$ cat config.mk
export PLATFORM = sky130hd
export DESIGN_NAME = k_way_merge_min_select_unit
export DESIGN_NICKNAME = d
export VERILOG_FILES = /design/src/sv/kwm_pkg.sv /design/src/sv/kwm_head_store.sv /design/src/sv/kwm_min_scan.sv /design/src/sv/k_way_merge_min_select_unit.sv
export VERILOG_INCLUDE_DIRS = /design/src /design/src/sv
export SDC_FILE = /design/constraint.sdc
export NUM_CORES = 1
export LEC_CHECK = 0
export BUFFER_PORTS_ARGS = -buffer_cell sky130_fd_sc_hd__buf_2
export CORE_MARGIN = 10
export CORE_UTILIZATION = 50
export CTS_CLUSTER_DIAMETER = 80
export DETAILED_ROUTE_END_ITERATION = 6
export PLACE_DENSITY = 0.66
export SLEW_MARGIN = 25
export SYNTH_ARGS = -nofsm -noshare
export SYNTH_HDL_FRONTEND = slang
export SYNTH_SLANG_ARGS = --single-unit
export TNS_END_PERCENT = 10
$ cat constraint.sdc
create_clock -name clk_i -period 8.4 [get_ports clk_i]
set_input_delay 0.84 -clock clk_i [delete_from_list [all_inputs] [get_ports clk_i]]
set_output_delay 0.84 -clock clk_i [all_outputs]
set_load 0.005 [all_outputs]
$ cat src/sv/k_way_merge_min_select_unit_macros.svh
// ----------------------------------------------------------------------------
// k-way merge assertion macros
// concurrent assertion wrappers, empty when synthesized
// ----------------------------------------------------------------------------
`ifndef K_WAY_MERGE_MIN_SELECT_UNIT_MACROS_SVH
`define K_WAY_MERGE_MIN_SELECT_UNIT_MACROS_SVH

`ifndef SYNTHESIS
`define KWM_ASSERT(label, clk, rst_n, prop) \
  label: assert property (@(posedge clk) disable iff (!rst_n) (prop)) \
    else $error("kwm assertion failed");
`define KWM_ASSERT_ALWAYS(label, clk, prop) \
  label: assert property (@(posedge clk) (prop)) \
    else $error("kwm assertion failed");
`else
`define KWM_ASSERT(label, clk, rst_n, prop)
`define KWM_ASSERT_ALWAYS(label, clk, prop)
`endif

`endif

$ cat src/sv/kwm_pkg.sv
// ----------------------------------------------------------------------------
// kwm_pkg
// shared constants, control structs and sequencer states of the k-way merge
// ----------------------------------------------------------------------------
package kwm_pkg;

  localparam int MAX_LANES = 8;
  localparam int LANE_W    = 3;
  localparam int NUM_W     = LANE_W + 1;
  localparam int CFG_W     = 4;
  localparam int KEY_W     = 32;
  localparam int TAG_W     = 32;

  typedef enum logic [3:0] {
    ST_IDLE  = 4'b0001,
    ST_CHECK = 4'b0010,
    ST_SCAN  = 4'b0100,
    ST_EMIT  = 4'b1000
  } state_e;

  typedef struct packed {
    logic                    en;
    logic                    mark_end;
    logic [LANE_W-1:0]       lane;
    logic signed [KEY_W-1:0] key;
    logic [TAG_W-1:0]        tag;
  } head_wr_t;

  typedef struct packed {
    logic              en;
    logic [LANE_W-1:0] lane;
  } head_clr_t;

  typedef struct packed {
    logic start;
    logic step;
  } scan_ctl_t;

  typedef struct packed {
    logic                    found;
    logic [LANE_W-1:0]       lane;
    logic signed [KEY_W-1:0] key;
    logic [TAG_W-1:0]        tag;
  } scan_res_t;

endpackage

$ cat src/sv/kwm_head_store.sv
// ----------------------------------------------------------------------------
// kwm_head_store
// per-lane head record registers with loaded and exhausted flags
// ----------------------------------------------------------------------------
module kwm_head_store import kwm_pkg::*; (
  input  logic                    clk_i,
  input  logic                    rst_ni,
  input  head_wr_t                wr_i,
  input  head_clr_t               clr_i,
  input  logic [LANE_W-1:0]       rd_idx_i,
  output logic signed [KEY_W-1:0] rd_key_o,
  output logic [TAG_W-1:0]        rd_tag_o,
  output logic [MAX_LANES-1:0]    loaded_o,
  output logic [MAX_LANES-1:0]    exhausted_o
);

  logic signed [KEY_W-1:0] key_q [MAX_LANES];
  logic [TAG_W-1:0]        tag_q [MAX_LANES];
  logic [MAX_LANES-1:0]    loaded_d, loaded_q;
  logic [MAX_LANES-1:0]    exh_d, exh_q;

  always_ff @(posedge clk_i) begin
    if (wr_i.en && !wr_i.mark_end) begin
      key_q[wr_i.lane] <= wr_i.key;
      tag_q[wr_i.lane] <= wr_i.tag;
    end
  end

  always_comb begin
    loaded_d = loaded_q;
    exh_d    = exh_q;
    if (clr_i.en) begin
      loaded_d[clr_i.lane] = 1'b0;
    end
    if (wr_i.en) begin
      if (wr_i.mark_end) begin
        exh_d[wr_i.lane] = 1'b1;
      end else begin
        loaded_d[wr_i.lane] = 1'b1;
      end
    end
  end

  always_ff @(posedge clk_i or negedge rst_ni) begin
    if (!rst_ni) begin
      loaded_q <= '0;
      exh_q    <= '0;
    end else begin
      loaded_q <= loaded_d;
      exh_q    <= exh_d;
    end
  end

  assign rd_key_o    = key_q[rd_idx_i];
  assign rd_tag_o    = tag_q[rd_idx_i];
  assign loaded_o    = loaded_q;
  assign exhausted_o = exh_q;

endmodule

$ cat src/sv/kwm_min_scan.sv
// ----------------------------------------------------------------------------
// kwm_min_scan
// shared signed comparator keeping the least head seen during a lane scan
// ----------------------------------------------------------------------------
module kwm_min_scan import kwm_pkg::*; (
  input  logic                    clk_i,
  input  logic                    rst_ni,
  input  scan_ctl_t               ctl_i,
  input  logic [LANE_W-1:0]       idx_i,
  input  logic                    rd_loaded_i,
  input  logic signed [KEY_W-1:0] rd_key_i,
  input  logic [TAG_W-1:0]        rd_tag_i,
  output scan_res_t               res_o
);

  logic                    found_d, found_q;
  logic [LANE_W-1:0]       lane_d, lane_q;
  logic signed [KEY_W-1:0] key_d, key_q;
  logic [TAG_W-1:0]        tag_d, tag_q;
  logic                    take;

  // strict less keeps the lowest lane on ties
  assign take = ctl_i.step && rd_loaded_i && (!found_q || (rd_key_i < key_q));

  always_comb begin
    found_d = found_q;
    lane_d  = lane_q;
    key_d   = key_q;
    tag_d   = tag_q;
    if (ctl_i.start) begin
      found_d = 1'b0;
    end else if (take) begin
      found_d = 1'b1;
      lane_d  = idx_i;
      key_d   = rd_key_i;
      tag_d   = rd_tag_i;
    end
  end

  always_ff @(posedge clk_i or negedge rst_ni) begin
    if (!rst_ni) begin
      found_q <= 1'b0;
    end else begin
      found_q <= found_d;
    end
  end

  always_ff @(posedge clk_i) begin
    lane_q <= lane_d;
    key_q  <= key_d;
    tag_q  <= tag_d;
  end

  assign res_o.found = found_q;
  assign res_o.lane  = lane_q;
  assign res_o.key   = key_q;
  assign res_o.tag   = tag_q;

endmodule

$ cat src/sv/k_way_merge_min_select_unit.sv
// ----------------------------------------------------------------------------
// k_way_merge_min_select_unit
// k-way merge: picks the least-key lane head once all lanes in use are settled
// ----------------------------------------------------------------------------
//  channel   dir  handshake                payload
//  input     in   in_valid_i / in_ready_o  lane_i, in_key_i, in_tag_i, is_end_i
//  output    out  out_valid_o / out_ready_i out_key_o, out_tag_o, out_lane_o, last_o
//  config    in   cfg_we_i                 cfg_data_i (lanes in use)
//
//  a beat that leads to a selection passes accept, ready check, one comparator
//  step per lane in use and emit; a beat that leaves some lane empty passes
//  accept and ready check only; after the last result beats are just accepted
//  a single shared comparator scans the lane heads in turn
//  reset clears flags and sequencer at once, no clearing pass
//  the emit step waits while the output register holds an untaken beat
// ----------------------------------------------------------------------------
`include "k_way_merge_min_select_unit_macros.svh"

module k_way_merge_min_select_unit import kwm_pkg::*; (
  input  logic                    clk_i,
  input  logic                    rst_ni,
  input  logic                    cfg_we_i,
  input  logic [CFG_W-1:0]        cfg_data_i,
  input  logic                    in_valid_i,
  output logic                    in_ready_o,
  input  logic [LANE_W-1:0]       lane_i,
  input  logic signed [KEY_W-1:0] in_key_i,
  input  logic [TAG_W-1:0]        in_tag_i,
  input  logic                    is_end_i,
  output logic                    out_valid_o,
  input  logic                    out_ready_i,
  output logic signed [KEY_W-1:0] out_key_o,
  output logic [TAG_W-1:0]        out_tag_o,
  output logic [LANE_W-1:0]       out_lane_o,
  output logic                    last_o
);

  state_e                  state_d, state_q;
  logic [CFG_W-1:0]        cfg_q;
  logic [NUM_W-1:0]        n_eff;
  logic [LANE_W-1:0]       last_idx;
  logic [LANE_W-1:0]       idx_d, idx_q;
  logic                    done_d, done_q;
  logic                    out_valid_d, out_valid_q;
  logic                    out_load;
  logic signed [KEY_W-1:0] out_key_q;
  logic [TAG_W-1:0]        out_tag_q;
  logic [LANE_W-1:0]       out_lane_q;
  logic                    last_q;
  logic                    lane_ok;
  logic                    all_ready;

  head_wr_t                wr;
  head_clr_t               clr;
  scan_ctl_t               scan_ctl;
  scan_res_t               scan_res;
  logic signed [KEY_W-1:0] rd_key;
  logic [TAG_W-1:0]        rd_tag;
  logic [MAX_LANES-1:0]    loaded;
  logic [MAX_LANES-1:0]    exhausted;

  always_ff @(posedge clk_i or negedge rst_ni) begin
    if (!rst_ni) begin
      cfg_q <= CFG_W'(MAX_LANES);
    end else if (cfg_we_i) begin
      cfg_q <= cfg_data_i;
    end
  end

  always_comb begin
    if (cfg_q == '0) begin
      n_eff = NUM_W'(1);
    end else if (cfg_q > CFG_W'(MAX_LANES)) begin
      n_eff = NUM_W'(MAX_LANES);
    end else begin
      n_eff = NUM_W'(cfg_q);
    end
  end

  assign last_idx = LANE_W'(n_eff - NUM_W'(1));
  assign lane_ok  = {1'b0, lane_i} < n_eff;

  always_comb begin
    all_ready = 1'b1;
    for (int i = 0; i < MAX_LANES; i++) begin
      if ((NUM_W'(i) < n_eff) && !loaded[i] && !exhausted[i]) begin
        all_ready = 1'b0;
      end
    end
  end

  kwm_head_store u_head_store (
    .clk_i       (clk_i),
    .rst_ni      (rst_ni),
    .wr_i        (wr),
    .clr_i       (clr),
    .rd_idx_i    (idx_q),
    .rd_key_o    (rd_key),
    .rd_tag_o    (rd_tag),
    .loaded_o    (loaded),
    .exhausted_o (exhausted)
  );

  kwm_min_scan u_min_scan (
    .clk_i       (clk_i),
    .rst_ni      (rst_ni),
    .ctl_i       (scan_ctl),
    .idx_i       (idx_q),
    .rd_loaded_i (loaded[idx_q]),
    .rd_key_i    (rd_key),
    .rd_tag_i    (rd_tag),
    .res_o       (scan_res)
  );

  always_comb begin
    state_d        = state_q;
    idx_d          = idx_q;
    done_d         = done_q;
    in_ready_o     = 1'b0;
    out_load       = 1'b0;
    wr.en          = 1'b0;
    wr.mark_end    = is_end_i;
    wr.lane        = lane_i;
    wr.key         = in_key_i;
    wr.tag         = in_tag_i;
    clr.en         = 1'b0;
    clr.lane       = scan_res.lane;
    scan_ctl.start = 1'b0;
    scan_ctl.step  = 1'b0;
    unique case (state_q)
      ST_IDLE: begin
        in_ready_o = 1'b1;
        if (in_valid_i && !done_q) begin
          wr.en   = lane_ok && !loaded[lane_i] && !exhausted[lane_i];
          state_d = ST_CHECK;
        end
      end
      ST_CHECK: begin
        if (all_ready) begin
          scan_ctl.start = 1'b1;
          idx_d          = '0;
          state_d        = ST_SCAN;
        end else begin
          state_d = ST_IDLE;
        end
      end
      ST_SCAN: begin
        scan_ctl.step = 1'b1;
        idx_d         = idx_q + LANE_W'(1);
        if (idx_q == last_idx) begin
          state_d = ST_EMIT;
        end
      end
      ST_EMIT: begin
        if (!out_valid_q || out_ready_i) begin
          out_load = 1'b1;
          if (scan_res.found) begin
            clr.en = 1'b1;
          end else begin
            done_d = 1'b1;
          end
          state_d = ST_IDLE;
        end
      end
      default: begin
        state_d = ST_IDLE;
      end
    endcase
  end

  assign out_valid_d = out_load | (out_valid_q & ~out_ready_i);

  always_ff @(posedge clk_i or negedge rst_ni) begin
    if (!rst_ni) begin
      state_q     <= ST_IDLE;
      idx_q       <= '0;
      done_q      <= 1'b0;
      out_valid_q <= 1'b0;
    end else begin
      state_q     <= state_d;
      idx_q       <= idx_d;
      done_q      <= done_d;
      out_valid_q <= out_valid_d;
    end
  end

  always_ff @(posedge clk_i) begin
    if (out_load) begin
      if (scan_res.found) begin
        out_key_q  <= scan_res.key;
        out_tag_q  <= scan_res.tag;
        out_lane_q <= scan_res.lane;
        last_q     <= 1'b0;
      end else begin
        out_key_q  <= '0;
        out_tag_q  <= '0;
        out_lane_q <= '0;
        last_q     <= 1'b1;
      end
    end
  end

  assign out_valid_o = out_valid_q;
  assign out_key_o   = out_key_q;
  assign out_tag_o   = out_tag_q;
  assign out_lane_o  = out_lane_q;
  assign last_o      = last_q;

  `KWM_ASSERT(a_flags_disjoint, clk_i, rst_ni, (loaded & exhausted) == '0)
  `KWM_ASSERT(a_done_sticky, clk_i, rst_ni, done_q |=> done_q)
  `KWM_ASSERT(a_winner_loaded, clk_i, rst_ni, clr.en |-> loaded[clr.lane])
  `KWM_ASSERT(a_last_done, clk_i, rst_ni, (out_valid_o && last_o) |-> done_q)
  `KWM_ASSERT(a_scan_in_range, clk_i, rst_ni, (state_q == ST_SCAN) |-> ({1'b0, idx_q} < n_eff))

endmodule
==> results.txt, run 1 <==
status: complete, no violations
Die Y: 248 µm
CTS Hold Buffers Added: 0
Final Cycle Share: 57.0%
multi-input logic area: 5610 µm²
Starting Density: 50.6%
Slowest cell on crit path: dfrtp_4
Worst slew margin: 36.6%
clk_skew: 0.0288 ns
Via Count: 12310
CP Cell Sequence: buf_12, mux4_2, mux2_2, ha_1, a21oi_1, o21ai_0, a221o_1, a211oi_1, mux2i_1, nor3_2, buf_4
Port-buffer cells: 146
register area share after synthesis: 77.4%
crit path launch type: flip-flop
drt first pass iters: 5
detailed-route vias per instance: 5.68
total core area: 51500 µm²
Post-DP HPWL: 30.5 mm
Synth cell types: 53
FF+latch count, synth: 677
IO Pins: 147
Clock Sinks: 677
Min Hold Slack: 0.285 ns
reg2reg setup slack: 3.61 ns
routed wire length: 54.2 mm
initial antenna violation count: 12
Setup crit end kind: flip-flop
Critical Path RT: 8.61 ns
post-cts resize count: 0
Async S/R FF share, synth: 4.43%
Rows: 83
TNS Setup: 0 ns
Seq pwr share: 52.3%
clk buf depth: 3
synth warn: 0
clock root buffer master: clkbuf_16
Gate power share: 5.9%
CP bufs+invs: 2
Clk pwr share: 41.8%
DP Area: 27700 µm²
crit path kind: reg2reg
HP Class: in2async
PD cells: 242 nW/µm²
share of cells above drive strength 1: 33.4%
Max Cap Viol: 0
RePlAce Congestion: 0.787
NumNets Final: 1545
Setup Slack @ Placement: 3.55 ns
initial DRC count: 1068
drt wl/cell: 25.0 µm
Tmin final: 4.79 ns
grt ovf: 0
CTS H-tree lvls: 3
fmax: 209 MHz
Tot Pwr: 7250 µW
syn_nets: 1354
die area: 61700 µm²
clk slew on worst S/H paths: 0.06 ns
RSZ-0062 raised after global routing: false
sw frac: 20.7%
Area Overhead vs Synth: 15.0%
latest clock arrival within the worst-skew pair: 0.60 ns
Synth Instances: 1242
largest net degree at the start of global routing: 83
P_leak: 0.0102 µW
postcts setup bufs: 0
internal power: 5750 µW
crit-path max FO: 82
# setup viols final: 0
Syn Area/Cell: 21.0 µm²
Top FF cell, synth: edfxtp_1
global-route wire length before repair: 82.3 mm
maximum vdd drop: 0.184 mV
Slew @ Worst Pin: 0.950 ns
CTS tree: done
cts bufs inserted: 71
Top delay family on crit path: compound AO/OA/AOI/OAI gates
Post-synth EDFFs: 647
Synth Cell Area: 26100 µm²
setup ws final: 3.61 ns
GRT Total Usage: 17.4%
Fill cells: 3823
vias in the first global route: 12874
Worst Path Arrival: 5.00 ns
design area: 30000 µm²
die width: 248 µm
r2r worst-path depth: 11
CP max stage delay: 0.97 ns
Critical Path Stages: 11
flip-flop and latch area: 20200 µm²
Final Hold Vio Count: 0
Antenna Violating Nets Remaining: 0
Residual DRC: 0
Psw: 1500 µW
Max Slew Vio Count: 0
## synth_stat cells (all sizes together), types with 4 or more instances
cell	number	area, µm²
o21ai	21	109
inv	36	135
mux2	69	777
nand2b	9	63.8
a21o	4	30.0
clkbuf	29	109
mux4	130	2930
or3	4	25.0
nand3	7	35.0
nor2b	5	31.3
a21oi	16	80.1
nor3	7	40.0
nand2	22	82.6
dfrtp	28	701
and2	37	231
edfxtp	647	19400
buf	21	106
nor2	60	225
ha	35	438
nand4	9	56.3
o31ai	5	37.5
## cell families (layout without fill, tap and decap cells)
family | after synthesis | after routing | synth area share, %
AOI/OAI and AO/OA | 68 | 68 | 1.72
xor gates and xnor gates | 3 | 3 | 0.101
adders and majority gates | 35 | 35 | 1.68
buffers and inverters | 87 | 329 | 1.36
DFF | 677 | 677 | 77.4
muxes | 202 | 202 | 14.3
other | 0 | 3 | 0
and+or+nand+nor | 170 | 170 | 3.46
## placed cells by master (no fill, tap or decap), drive strengths merged, types with 28 or more instances in the layout
master	n
dfrtp	28
buf	168
nor2	60
and2	37
mux4	130
edfxtp	647
clkbuf	95
ha	35
mux2	69
inv	38
## state kept, by name (all words and copies together), names as in the netlist, 4 cells and up
register                  flops
state_q                       4
cfg_q                         4
out_key_o                    32
u_min_scan.key_q             32
u_head_store.loaded_o         8
u_head_store.key_q          256
out_tag_o                    32
u_head_store.tag_q          256
u_min_scan.tag_q             32
u_head_store.exhausted_o      8
## final timing paths
check,startpoint,endpoint
worst max-delay path,idx_q[1],u_min_scan.tag_q[8]
worst min-delay path,rst_ni,cfg_q[2]
worst max register to register,idx_q[1],u_min_scan.tag_q[8]
worst min register to register,u_head_store.exhausted_o[3],u_head_store.exhausted_o[3]
max in group asynchronous,rst_ni,idx_q[0]
min in group clk_i,u_head_store.exhausted_o[3],u_head_store.exhausted_o[3]
## layer usage
layer	GRT usage, %	wire length [µm]
met1	24.1	24000
met2	27.4	26000
met3	3.76	3150
met4	4.71	943
met5	0	69
## area by class of cell
type | count | area share (%)
repair buffers | 168 | 3.20
multi-input cells | 478 | 18.7
clock buffers | 95 | 6.50
clock inverters | 29 | 0.963
diodes | 3 | 0.0250
well taps | 680 | 2.84
flip-flops and latches | 677 | 67.3
inverters | 37 | 0.463
## metrics by stage
step,utilization [%],std cells
2_1_floorplan,-,1242
3_3_place_gp,53.8,2038
3_5_place_dp,53.8,2038
4_1_cts,58.1,2162
5_1_grt,58.2,2164
6_report,58.3,2167
## power groups by stage
stage / combinational (µW) / clock (µW) / sequential [µW]
finish: 427 / 3030 / 3790
global route: 468 / 3230 / 3800
CTS: 433 / 3090 / 3790
detailed placement: 431 / 0 / 3860
global placement: 423 / 0 / 3860
floorplan: 327 / 0 / 3830
Note: power is estimated with default switching activity, not from simulation.
==> run 2, diff against run 1 <==
==> constraint.sdc (replaced) <==
create_clock -name clk_i -period 4 [get_ports clk_i]
set_input_delay 0.4 -clock clk_i [delete_from_list [all_inputs] [get_ports clk_i]]
set_output_delay 0.4 -clock clk_i [all_outputs]
set_load 0.005 [all_outputs]
==> run 2 against run 1 <==
  * Via count rose by 1.4%
  * Largest cell class unchanged
  * Combinational power rose by 130%
  * Global-route usage fell by 0.17 points
  * Count of clock-buffer cells in the layout fell by 14
  * Sequential power rose by 110%
  * Utilization rose by 1.7 points
  * Critical endpoint is now u_min_scan.tag_q[25]
  * Highest routed layer unchanged
  * Worst hold slack got worse by 0.23 ns
==> results.txt, run 2 (same netlist as run 1, synthesis figures left out) <==
CTS H-tree lvls: 3 (unchanged)
DR top layer: met5
Post-DP HPWL: 32.1 mm (+5.3%)
Slew @ Worst Pin: 0.737 ns (-0.213 ns)
die area: 61700 µm² (unchanged)
Worst Path Arrival: 4.09 ns (-0.91 ns)
CP Cell Sequence: buf_4, buf_4, mux4_2, mux2_2, ha_1, nand4_1, or2_2, a31oi_1, a211oi_1, a31oi_1, nor3_4, buf_12, buf_12
setup ws final: 0.244 ns (-3.37 ns)
Tmin final: 3.76 ns (-1.03 ns)
detailed-route vias per instance: 5.67 (-0.25%)
design area: 30900 µm² (+2.9%)
NumNets Final: 1576 (+2.0%)
routed wire length: 53.4 mm (-1.5%)
clk_skew: 0.0201 ns (-0.00869 ns)
final cell count without fillers: 2202 (+1.6%)
crit-path max FO: 24 (-71%)
CP max stage delay: 0.51 ns (-0.46 ns)
global-route wire length before repair: 81.5 mm (-0.99%)
Tot Pwr: 15900 µW (+120%)
CTS tree: done
Critical Path Stages: 13 (+2)
# setup viols final: 0 (unchanged)
largest net degree at the start of global routing: 65 (-22%)
Final Hold Vio Count: 0 (unchanged)
Psw: 3140 µW (+110%)
Max Slew Vio Count: 0 (unchanged)
Max Cap Viol: 0 (unchanged)
share of cells above drive strength 1: 35.7% (+2.3 points)
post-cts resize count: 0 (unchanged)
maximum vdd drop: 0.437 mV (+140%)
Rows: 83 (unchanged)
clk slew on worst S/H paths: 0.06 ns (about the same)
Worst Setup SP: idx_q[0]
cts bufs inserted: 70 (-1.4%)
clk buf depth: 3 (unchanged)
RePlAce Congestion: 0.791 (+0.57%)
TNS Setup: 0 ns (unchanged)
GRT Total Usage: 17.2% (-0.17 points)
drt wl/cell: 24.2 µm (-3.1%)
sw frac: 19.8% (-0.88 points)
worst r2r dst: u_min_scan.tag_q[25]
Starting Density: 50.6% (unchanged)
Clock Sinks: 677 (unchanged)
P_leak: 0.0105 µW (+3.5%)
DP Area: 28400 µm² (+2.3%)
most common cell after layout, fill and taps aside: edfxtp_1
Routed met3 length: 3.37 mm (+6.8%)
Slowest cell on crit path: mux4_2
vias in the first global route: 13022 (+1.1%)
Antenna Violating Nets Remaining: 0 (unchanged)
die width: 248 µm (unchanged)
crit path kind: reg2reg
crit path launch type: flip-flop
R2R Path Start: idx_q[0]
internal power: 12700 µW (+120%)
Setup crit end kind: flip-flop
Worst slew margin: 50.8% (+14 points)
Gate power share: 6.2% (+0.3 points)
PD cells: 514 nW/µm² (+110%)
latest clock arrival within the worst-skew pair: 0.59 ns (about the same)
Residual DRC: 0 (unchanged)
clock root buffer master: clkbuf_16
drt first pass iters: 4 (-1)
biggest regs: u_head_store.key_q x256, u_head_store.tag_q x256
HP Class: in2reg
Area Overhead vs Synth: 18.4%
grt ovf: 0 (unchanged)
initial antenna violation count: 12 (unchanged)
DP Cell Count: 2069 (+1.5%)
Port-buffer cells: 146 (unchanged)
Critical Path RT: 4.34 ns (-4.27 ns)
Final Cycle Share: 93.9% (+37 points)
initial DRC count: 1022 (-4.3%)
Seq pwr share: 49.9% (-2.4 points)
met2 WL: 26.2 mm (+0.62%)
Fill cells: 3692 (-3.4%)
r2r worst-path depth: 13 (+2)
Setup Slack @ Placement: 0.0325 ns (-3.52 ns)
Via Count: 12478 (+1.4%)
CP bufs+invs: 4 (+2)
total core area: 51500 µm² (unchanged)
RSZ-0062 raised after global routing: false
fmax: 266 MHz (+28%)
reg2reg setup slack: 0.24 ns (-3.37 ns)
status: complete, no violations
Clk pwr share: 43.9% (+2.1 points)
M1 wire length: 22.8 mm (-5.1%)
Top delay family on crit path: buffers and inverters
commonest non-fill, non-tap cells in the layout: edfxtp_1, buf_2, mux4_2
crit path to: u_min_scan.tag_q[25]
Die Y: 248 µm (unchanged)
IO Pins: 147 (unchanged)
run 2: worst min path at each step:
stage                             start        to  slack, ns  depth (start not counted)
after floorplan                  rst_ni  cfg_q[0]       0.10                          0
after global placement           done_q    done_q       0.44                          1
after detailed placement         done_q    done_q       0.45                          1
after CTS                 cfg_data_i[2]  cfg_q[2]       0.03                          2
after global routing      cfg_data_i[1]  cfg_q[1]       0.04                          2
final                     cfg_data_i[2]  cfg_q[2]       0.06                          2
run 2: power groups by stage:
stage,Clock [µW],Combinational [µW],Sequential [µW]
floorplan,0,762,8050
finish,6960,981,7930
global placement,0,972,8070
CTS,7120,1000,7930
global route,7410,1080,7930
detailed placement,0,994,8080
run 2: timing repair:
item,4_1_cts,5_1_grt
hold buffers,1,0
endpoints found under the setup margin,0,60
hold endpoints to repair,28,0
setup buffers,0,2
run 2: area by class of cell:
cell class              count  area, µm²  share of cell area, %
diodes                      4       10.0                 0.0324
clock buffers              81       1810                   5.87
clock inverters            45        671                   2.17
inverters                  37        139                  0.450
multi-input cells         478       5790                   18.8
flip-flops and latches    677      20200                   65.4
well taps                 680        851                   2.75
repair buffers            200       1410                   4.58
run 2: metal layers:
layer	GRT usage, %	vias to the layer above
li1	-	5491
met1	23.0	6514
met2	28.0	365
met3	4.36	94
met4	3.98	14
met5	0	-
run 2: per-stage QoR:
stage          hold slack, ns  util, %
2_1_floorplan           0.104        -
3_3_place_gp            0.437     55.0
3_5_place_dp            0.446     55.0
4_1_cts                0.0313     59.9
5_1_grt                0.0415     59.9
6_report               0.0596     60.0
